File: src/rtl/core/fnvrim_pkg.sv
// fnvrim_pkg: constants, types and the hash step for the region integrity monitor
// self-contained, no dependencies
package fnvrim_pkg;

  localparam int unsigned HashW       = 64;
  localparam int unsigned ByteW       = 8;
  localparam int unsigned RegionW     = 2;
  localparam int unsigned RegionCount = 3;

  localparam logic [HashW-1:0] FnvBasis = 64'hcbf2_9ce4_8422_2325;
  localparam logic [HashW-1:0] FnvPrime = 64'h0000_0100_0000_01b3;

  typedef enum logic {
    OP_SNAPSHOT = 1'b0,
    OP_CHECK    = 1'b1
  } op_e;

  typedef logic [HashW-1:0] hash_t;

  // one fnv-1a round: xor the byte in, multiply by the prime mod 2^64
  // prime = 2^40 + 2^8 + 0xb3, 0xb3 = bits 7, 5, 4, 1, 0
  function automatic hash_t fnv_step(input hash_t h, input logic [ByteW-1:0] b);
    hash_t x;
    x = h ^ {{(HashW-ByteW){1'b0}}, b};
    return (x << 40) + (x << 8) + (x << 7) + (x << 5) + (x << 4) + (x << 1) + x;
  endfunction

endpackage

File: src/rtl/core/fnv1a_region_integrity_monitor_unit.sv
// fnv1a_region_integrity_monitor_unit: fnv-1a 64 hashing of protected regions
// with per-region reference storage and tamper check; depends on fnvrim_pkg
//
// usage
//   input channel: one request per byte (data_byte_i, last_byte_i, region_i,
//   operation_i), accepted when in_valid_i is high and in_stall_o is low.
//   every byte is folded into one shared accumulator; the byte marked last
//   closes the region, reloads the accumulator with the offset basis and
//   produces one result, taking the region and operation that came with it.
//   output channel: region_hash_o, tampered_o, region_done_o, taken when
//   out_valid_o is high and out_stall_i is low. bytes not marked last give
//   no result.
//   snapshot stores the hash as the region's reference; check compares and
//   flags a mismatch. regions at or above REGION_COUNT store nothing and
//   never flag.
// timing
//   one byte per cycle sustained while in_stall_o is low. a last byte is
//   loaded into the input register, then the hash register (the sparse
//   multiply by the prime is a handful of shifted adds), then the result
//   register (compare)
// reset and stall
//   reset loads the offset basis, clears all references to zero and empties
//   the pipeline. a stalled receiver holds the result register; bytes not
//   marked last keep flowing until a last byte finds the hash stage full.
module fnv1a_region_integrity_monitor_unit #(
  parameter int unsigned REGION_COUNT = fnvrim_pkg::RegionCount
) (
  input  logic                            clk_i,
  input  logic                            rst_ni,
  // byte request channel
  input  logic                            in_valid_i,
  output logic                            in_stall_o,
  input  logic [fnvrim_pkg::ByteW-1:0]    data_byte_i,
  input  logic                            last_byte_i,
  input  logic [fnvrim_pkg::RegionW-1:0]  region_i,
  input  logic                            operation_i,
  // result channel
  output logic                            out_valid_o,
  input  logic                            out_stall_i,
  output logic [fnvrim_pkg::HashW-1:0]    region_hash_o,
  output logic                            tampered_o,
  output logic [fnvrim_pkg::RegionW-1:0]  region_done_o
);
  import fnvrim_pkg::*;

  // index width of the reference store, at least one bit
  localparam int unsigned IdxW = (REGION_COUNT > 1) ? $clog2(REGION_COUNT) : 1;
  localparam int unsigned CmpW = 5;

  // stage 1: input register
  logic               s1_valid_q;
  logic [ByteW-1:0]   s1_byte_q;
  logic               s1_last_q;
  logic [RegionW-1:0] s1_region_q;
  op_e                s1_op_q;

  // running accumulator
  hash_t running_q, running_d;
  hash_t step_hash;

  // stage 2: hash register, holds only region-closing requests
  logic               s2_valid_q;
  hash_t              s2_hash_q;
  logic [RegionW-1:0] s2_region_q;
  op_e                s2_op_q;

  // stage 3: result register
  logic               out_valid_q;
  hash_t              out_hash_q;
  logic               out_tamp_q;
  logic [RegionW-1:0] out_region_q;

  // reference store
  hash_t ref_q [REGION_COUNT];

  logic out_ready, s2_ready, s2_adv, s1_move, s1_ready, in_accept;
  logic s2_in_range;
  logic [IdxW+RegionW-1:0] s2_idx_ext;
  logic [IdxW-1:0]         s2_idx;
  hash_t                   ref_rd;
  logic                    tamp_d;

  // handshake chain: non-closing bytes never need stage 2
  assign out_ready = !out_valid_q || !out_stall_i;
  assign s2_ready  = !s2_valid_q || out_ready;
  assign s2_adv    = s2_valid_q && out_ready;
  assign s1_move   = s1_valid_q && (!s1_last_q || s2_ready);
  assign s1_ready  = !s1_valid_q || s1_move;
  assign in_accept = in_valid_i && s1_ready;
  assign in_stall_o = !s1_ready;

  // hash round on the byte leaving stage 1
  assign step_hash = fnv_step(running_q, s1_byte_q);
  always_comb begin
    running_d = running_q;
    if (s1_move) begin
      running_d = s1_last_q ? FnvBasis : step_hash;
    end
  end

  // reference lookup and compare for the closing request in stage 2
  assign s2_in_range = {{(CmpW-RegionW){1'b0}}, s2_region_q} < CmpW'(REGION_COUNT);
  assign s2_idx_ext  = {{IdxW{1'b0}}, s2_region_q};
  assign s2_idx      = s2_idx_ext[IdxW-1:0];
  assign ref_rd      = ref_q[s2_idx];
  assign tamp_d      = s2_in_range && (s2_op_q == OP_CHECK) && (s2_hash_q != ref_rd);

  // control registers
  always_ff @(posedge clk_i or negedge rst_ni) begin
    if (!rst_ni) begin
      s1_valid_q  <= 1'b0;
      s2_valid_q  <= 1'b0;
      out_valid_q <= 1'b0;
      running_q   <= FnvBasis;
    end else begin
      running_q <= running_d;
      if (s1_ready) begin
        s1_valid_q <= in_valid_i;
      end
      if (s2_ready) begin
        s2_valid_q <= s1_move && s1_last_q;
      end
      if (out_ready) begin
        out_valid_q <= s2_valid_q;
      end
    end
  end

  // reference store, reset to zero
  always_ff @(posedge clk_i or negedge rst_ni) begin
    if (!rst_ni) begin
      for (int unsigned k = 0; k < REGION_COUNT; k++) begin
        ref_q[k] <= '0;
      end
    end else if (s2_adv && s2_in_range && (s2_op_q == OP_SNAPSHOT)) begin
      ref_q[s2_idx] <= s2_hash_q;
    end
  end

  // payload registers
  always_ff @(posedge clk_i) begin
    if (in_accept) begin
      s1_byte_q   <= data_byte_i;
      s1_last_q   <= last_byte_i;
      s1_region_q <= region_i;
      s1_op_q     <= op_e'(operation_i);
    end
    if (s2_ready && s1_move && s1_last_q) begin
      s2_hash_q   <= step_hash;
      s2_region_q <= s1_region_q;
      s2_op_q     <= s1_op_q;
    end
    if (s2_adv) begin
      out_hash_q   <= s2_hash_q;
      out_tamp_q   <= tamp_d;
      out_region_q <= s2_region_q;
    end
  end

  assign out_valid_o   = out_valid_q;
  assign region_hash_o = out_hash_q;
  assign tampered_o    = out_tamp_q;
  assign region_done_o = out_region_q;

`ifndef NO_ASSERTIONS
  // a closing byte always returns the accumulator to the offset basis
  a_basis_reload: assert property (@(posedge clk_i) disable iff (!rst_ni)
    s1_move && s1_last_q |=> running_q == FnvBasis)
    else $error("accumulator not reloaded after last byte");

  // a region outside the reference store never flags tampering
  a_tamper_range: assert property (@(posedge clk_i) disable iff (!rst_ni)
    out_valid_q && out_tamp_q |->
      {{(CmpW-RegionW){1'b0}}, out_region_q} < CmpW'(REGION_COUNT))
    else $error("tamper flag on out-of-range region");

  // input stalls only when stage 1 holds a blocked closing byte
  a_stall_cause: assert property (@(posedge clk_i) disable iff (!rst_ni)
    in_stall_o |-> s1_valid_q && s1_last_q && s2_valid_q && out_valid_q)
    else $error("input stalled without a full pipeline");
`endif

endmodule
File: config.mk
export PLATFORM = sky130hd
export DESIGN_NAME = fnv1a_region_integrity_monitor_unit
export DESIGN_NICKNAME = d
export VERILOG_FILES = /design/src/rtl/core/fnvrim_pkg.sv /design/src/rtl/core/fnv1a_region_integrity_monitor_unit.sv
export SDC_FILE = /design/constraint.sdc
export NUM_CORES = 1
export LEC_CHECK = 0
export BUFFER_PORTS_ARGS = -buffer_cell sky130_fd_sc_hd__buf_2
export CORE_UTILIZATION = 34
export DETAILED_ROUTE_END_ITERATION = 6
export HOLD_SLACK_MARGIN = 0.05
export REMOVE_ABC_BUFFERS = 1
export SLEW_MARGIN = 20
export SYNTH_ARGS = -nofsm -noshare
export SYNTH_HDL_FRONTEND = slang
export SYNTH_SLANG_ARGS = --single-unit
File: constraint.sdc
create_clock -name clk_i -period 5.7 [get_ports clk_i]
set_input_delay 0.285 -clock clk_i [delete_from_list [all_inputs] [get_ports clk_i]]
set_output_delay 0.285 -clock clk_i [all_outputs]
set_load 0.02 [all_outputs]
# [After elaboration in Yosys (flattened, before gate mapping)]
# Index checks and enable logic that the tools add are counted.
[totals] ff_bits=405 latchBits=0 ramBits=0 rom_bits=0 word_cells=58 n_memories=0
[classes] addsub=6 mul=0 n_div=0 order_cmp=3 n_eq_ne=1 n_shift=0 n_mux=7 bitwise=3 n_reduce_logical=21
[ops] op="$add A64 B64 Y64" count=6
[ops] op="$mux W64" count=4
[ops] op="$bwmux W192" count=1
[ops] op="$bmux W64 S2" count=1
[ops] op="$demux W64 S2" count=1
[ops] op="$ne A64 B64 Y1" count=1
[ops] op="$xor A64 B8 Y64" count=1
[ops] op="$logic_and A1 B1 Y1" count=11
[ops] op="$logic_not A1 Y1" count=6
[ops] op="$logic_or A1 B1 Y1" count=4
[ops] op="$ge A3 B3 Y1 const B" count=1
[ops] op="$lt A3 B1 Y1 const B" count=1
[ops] op="$not A2 Y3" count=1
[ops] op="$lt A2 B2 Y1 const B" count=1
[ops] op="$not A1 Y1" count=1

# [Depth between registers and ports, before layout]
[logic_depth] word_depth=8 mapped_depth=21 depth_no_buf=21

# [Worst setup path after synthesis]
# OpenSTA, ideal clock, no wires.
[synth_timing] path_type="register -> register" startpoint="reg running_q[0]" endpoint="reg running_q[41]" setup_ns=0.120 arrival_ns=5.260 path_slack_ns=0.320 path_stages_with_launch=22 n_path_buf=0 period_less_slack_ns=5.380 cell_sequence="dfstp_2 > xor2_1 > inv_1 > xnor2_1 > ha_1 > inv_1 > fa_1 > inv_1 > ha_1 > ha_1 > ha_1 > fa_1 > a211o_1 > a211oi_2 > o311ai_4 > a21oi_2 > o21ai_4 > a31oi_4 > o221a_4 > o21ai_1 > xor2_1 > a31o_2"
[synth_via] elab_chain_cells=8
[synth_rtl] item="start: declaration" line="fnv1a_region_integrity_monitor_unit.sv:58" source="hash_t running_q, running_d;"
[synth_rtl] item="start signal: assignment" line="fnv1a_region_integrity_monitor_unit.sv:114" source="running_q <= FnvBasis;"
[synth_rtl] item="start signal: assignment" line="fnv1a_region_integrity_monitor_unit.sv:116" source="running_q <= running_d;"
[synth_rtl] item="$xor A64 B8 Y64 *" line="fnvrim_pkg.sv:24" source="x = h ^ {{(HashW-ByteW){1'b0}}, b};"
[synth_rtl] item="$add A64 B64 Y64 (5 in a row)" line="fnvrim_pkg.sv:25" source="return (x << 40) + (x << 8) + (x << 7) + (x << 5) + (x << 4) + (x << 1) + x;"
[synth_rtl] item="$add A64 B64 Y64 *" line="fnvrim_pkg.sv:25"
[synth_rtl] item="named net step_hash[41]" line="fnv1a_region_integrity_monitor_unit.sv:59" source="hash_t step_hash;"
[synth_rtl] item="$mux W64 *" line="fnv1a_region_integrity_monitor_unit.sv:97" source="running_d = s1_last_q ? FnvBasis : step_hash;"
# Mark *: on every way through the listed nets, which the timed path passes. The rest lies on a longest branch.
# A chain may end at the register's enable or synchronous reset.

# [Worst setup path in the final report]
[layout_timing] startpoint="reg running_q[21]" endpoint="reg running_q[60]"
# The elaborated chain is that of the path after synthesis.

==> summary.txt <==
Yosys
  – Post-synth EDFFs: approximately 150
  – Yosys warnings: 0
  – Syn_area_per_cell: about 12 um^2
  – Distinct cells, synth: 74
  – Syn Inst Count: between 2000 and 2500
  – Yosys reg bits: 405
  – Ys async rst share: 63.95%
  – Synthesized cell area: around 27000 um^2
  – Seq/Total Area, Yosys: approximately two fifths
  – Synth Flop Type: dfrtp_1

Floorplan
  – Rows: about 100
  – Initial Util: approximately 34%
  – Height of the die: ~280 um
  – CORE AREA: 77340 um^2
  – Die width: between 200 and 300 um
  – Die area: slightly below 80000 um^2
  – # IOs: 85

Global routing
  – First-pass GRT wire length: around 110000 um
  – Total gr overflow: 0
  – GRT Resource Usage Total: ~18%
  – Vias in the first global route: about 19000
  – Initial antenna violation count: 3
  – Pin count of the biggest net entering global routing: a little over 80

Clocking
  – CTS tree: done
  – Worst-path clk slew: ~0.07 ns
  – Clock sink count: 405
  – Clock root cell: clkbuf_16
  – Clk Latency, worst-skew pair: ~0.56 ns
  – CTS Buffer Depth: 3
  – Num CTS Buffers: 42
  – H-tree levels: 2

STA
  – Worst-margin pin slew: approximately 1.2 ns
  – Final Hold Vio Count: 0
  – Final Slew Violations: 0
  – Final Critical Period: 5.495 ns
  – Fmax: about 180 MHz
  – Fin crit share: 96.40%
  – Worst setup margin: a little over 0.2 ns
  – Setup TNS: 0 ns
  – Rel. slew slack: a little over a fifth
  – Worst clock skew: around 0.014 ns
  – Final setup vio count: 0

Drt
  – Post-route DRC: 0
  – Per-cell routed wire length: slightly below 20 um
  – Routed Antenna Nets: 0
  – Detailed Route WL: roughly 68000 um
  – First drt pass iteration count: 5
  – DR iter-0 viols: approximately 910
  – Vias post-DR: roughly 17000
  – Vias per inst: between 4 and 5

Critical path
  – CP Max Fanout: 6
  – WS Path Type: reg -> reg
  – WP data required: just over 6 ns
  – Worst reg-to-reg setup slack: between 0.2 and 0.25 ns
  – WP data arrival: around 6 ns
  – Worst setup EP type: register
  – Setup crit start kind: register

Finish
  – Synth-to-Final Area Change: 14.14%
  – Fin nets: about 2800
  – Final cell count without fillers: approximately 3500
  – Fin util: just under 40%
  – Commonest non-fill, non-tap cells in the layout: inv_1, fa_1, dfrtp_1, mux2_2, edfxtp_1
  – Layout cell share with drive strength beyond 1: about 20%
  – Commonest non-fill, non-tap cell in the layout: inv_1

Placement
  – Placed Cells: between 3000 and 4000
  – Buffers on Ports: 84
  – RePlAce Congestion: 0.9301
  – Pre-CTS WS: -0.03205 ns
  – Hpwl dp: ~51000 um

Job
  – Max cap viols: 0

Outcome
  – Status: finished, final reports clean

Min path
  – HP Class: in -> async
## worst max-delay path: stages (launching register included)
cell	delay, ns
dfstp_2	0.59
clkinvlp_4	0.21
fa_1	0.55
inv_1	0.06
fa_1	0.52
inv_1	0.05
fa_1	0.47
inv_1	0.04
ha_1	0.27
ha_1	0.40
nand4_1	0.22
nor3_2	0.31
o2111ai_2	0.27
a2111oi_4	0.39
buf_4	0.21
o21ai_1	0.12
o21a_1	0.24
o21bai_2	0.16
xor2_1	0.20
a22o_1	0.14
## repair_timing
| action | CTS | global route |
|---|---|---|
| endpoints found under the hold margin | 92 | 0 |
| setup endpoints to repair | 2 | 30 |
| gates resized for setup | 0 | 22 |
| setup buffers | 1 | 14 |
| hold buffers | 15 | 0 |
| pin swaps | 1 | 5 |
## Yosys cell counts (7+ instances only)
| library cell | instances | area share, % |
|---|---|---|
| edfxtp_1 | 146 | 17 |
| mux2_2 | 192 | 8.1 |
| nor2b_1 | 7 | 0.16 |
| o21bai_1 | 10 | 0.28 |
| fa_1 | 245 | 18 |
| nand2_1 | 139 | 2.0 |
| nor2_1 | 51 | 0.72 |
| and2_1 | 7 | 0.16 |
| a21o_1 | 46 | 1.3 |
| ha_1 | 110 | 5.2 |
| mux2i_1 | 64 | 2.4 |
| xor2_1 | 29 | 0.96 |
| dfstp_2 | 28 | 2.8 |
| and3_1 | 7 | 0.16 |
| o21ai_0 | 114 | 2.1 |
| buf_2 | 22 | 0.41 |
| o21a_1 | 8 | 0.23 |
| inv_1 | 393 | 5.6 |
| clkbuf_1 | 52 | 0.74 |
| nor3_1 | 9 | 0.17 |
| xnor2_1 | 116 | 3.8 |
| nand4_1 | 35 | 0.82 |
| a21oi_1 | 79 | 1.5 |
| nand2b_1 | 10 | 0.24 |
| nand3_1 | 14 | 0.26 |
| dfrtp_1 | 231 | 22 |
## cell families after synthesis
kind of cell,after synthesis,synth area share (%)
compound gates,328,8.024
fa+ha+maj,355,23.65
flops,405,41.05
simple gates,296,5.150
xor+xnor,145,4.783
buf+inv,472,6.785
mux,256,10.55
## metal layers
layer	global-route usage (%)	vias to the layer above	wire length, um
li1	-	7716	-
met1	22.97	8735	30070
met2	30.73	306	33470
met3	1.724	93	2001
met4	5.713	0	2067
met5	0	-	0
## stage by stage
| step | hold slack [ns] | area (um^2) |
|---|---|---|
| 2_1_floorplan | -0.01059 | 26240 |
| 3_3_place_gp | 0.3145 | 28520 |
| 3_5_place_dp | 0.3293 | 28520 |
| 4_1_cts | 0.3321 | 30060 |
| 5_1_grt | 0.3791 | 30310 |
| 6_report | 0.3189 | 30310 |
## state kept, by name (all words and copies together), names as in the netlist
name,count
s2_op_q,1
region_done_o,2
s1_valid_q,1
running_q,64
s2_idx,2
s2_valid_q,1
ref_q,192
s1_byte_q,8
s1_last_q,1
s1_region_q,2
s2_hash_q,64
out_valid_o,1
s1_op_q,1
tampered_o,1
region_hash_o,64
## final timing paths
kind / start / to / depth (start not counted)
worst max-delay path: running_q[21] / running_q[60] / 19
worst min-delay path: rst_ni / ref_q[65] / 2
worst max register to register: running_q[21] / running_q[60] / 19
worst min register to register: s1_region_q[0] / s2_idx[0] / 0
max in group asynchronous: rst_ni / ref_q[93] / 3
min in group clk_i: s1_region_q[0] / s2_idx[0] / 0
## final cells by class
cell class                      instances  area [um^2]
Sequential cell                       405        10900
Antenna cell                            1        2.502
Tap cell                             1040         1301
Clock inverter                         17        226.5
Fill cell                            7450        47030
Inverter                              395         1501
Timing Repair Buffer                  174         1244
Multi-Input combinational cell       1380        13980
Clock buffer                           60         1150
Power is left out: the tool's default activity adds up to more than one toggle a clock period on the data nets, which glitch-free logic cannot reach.
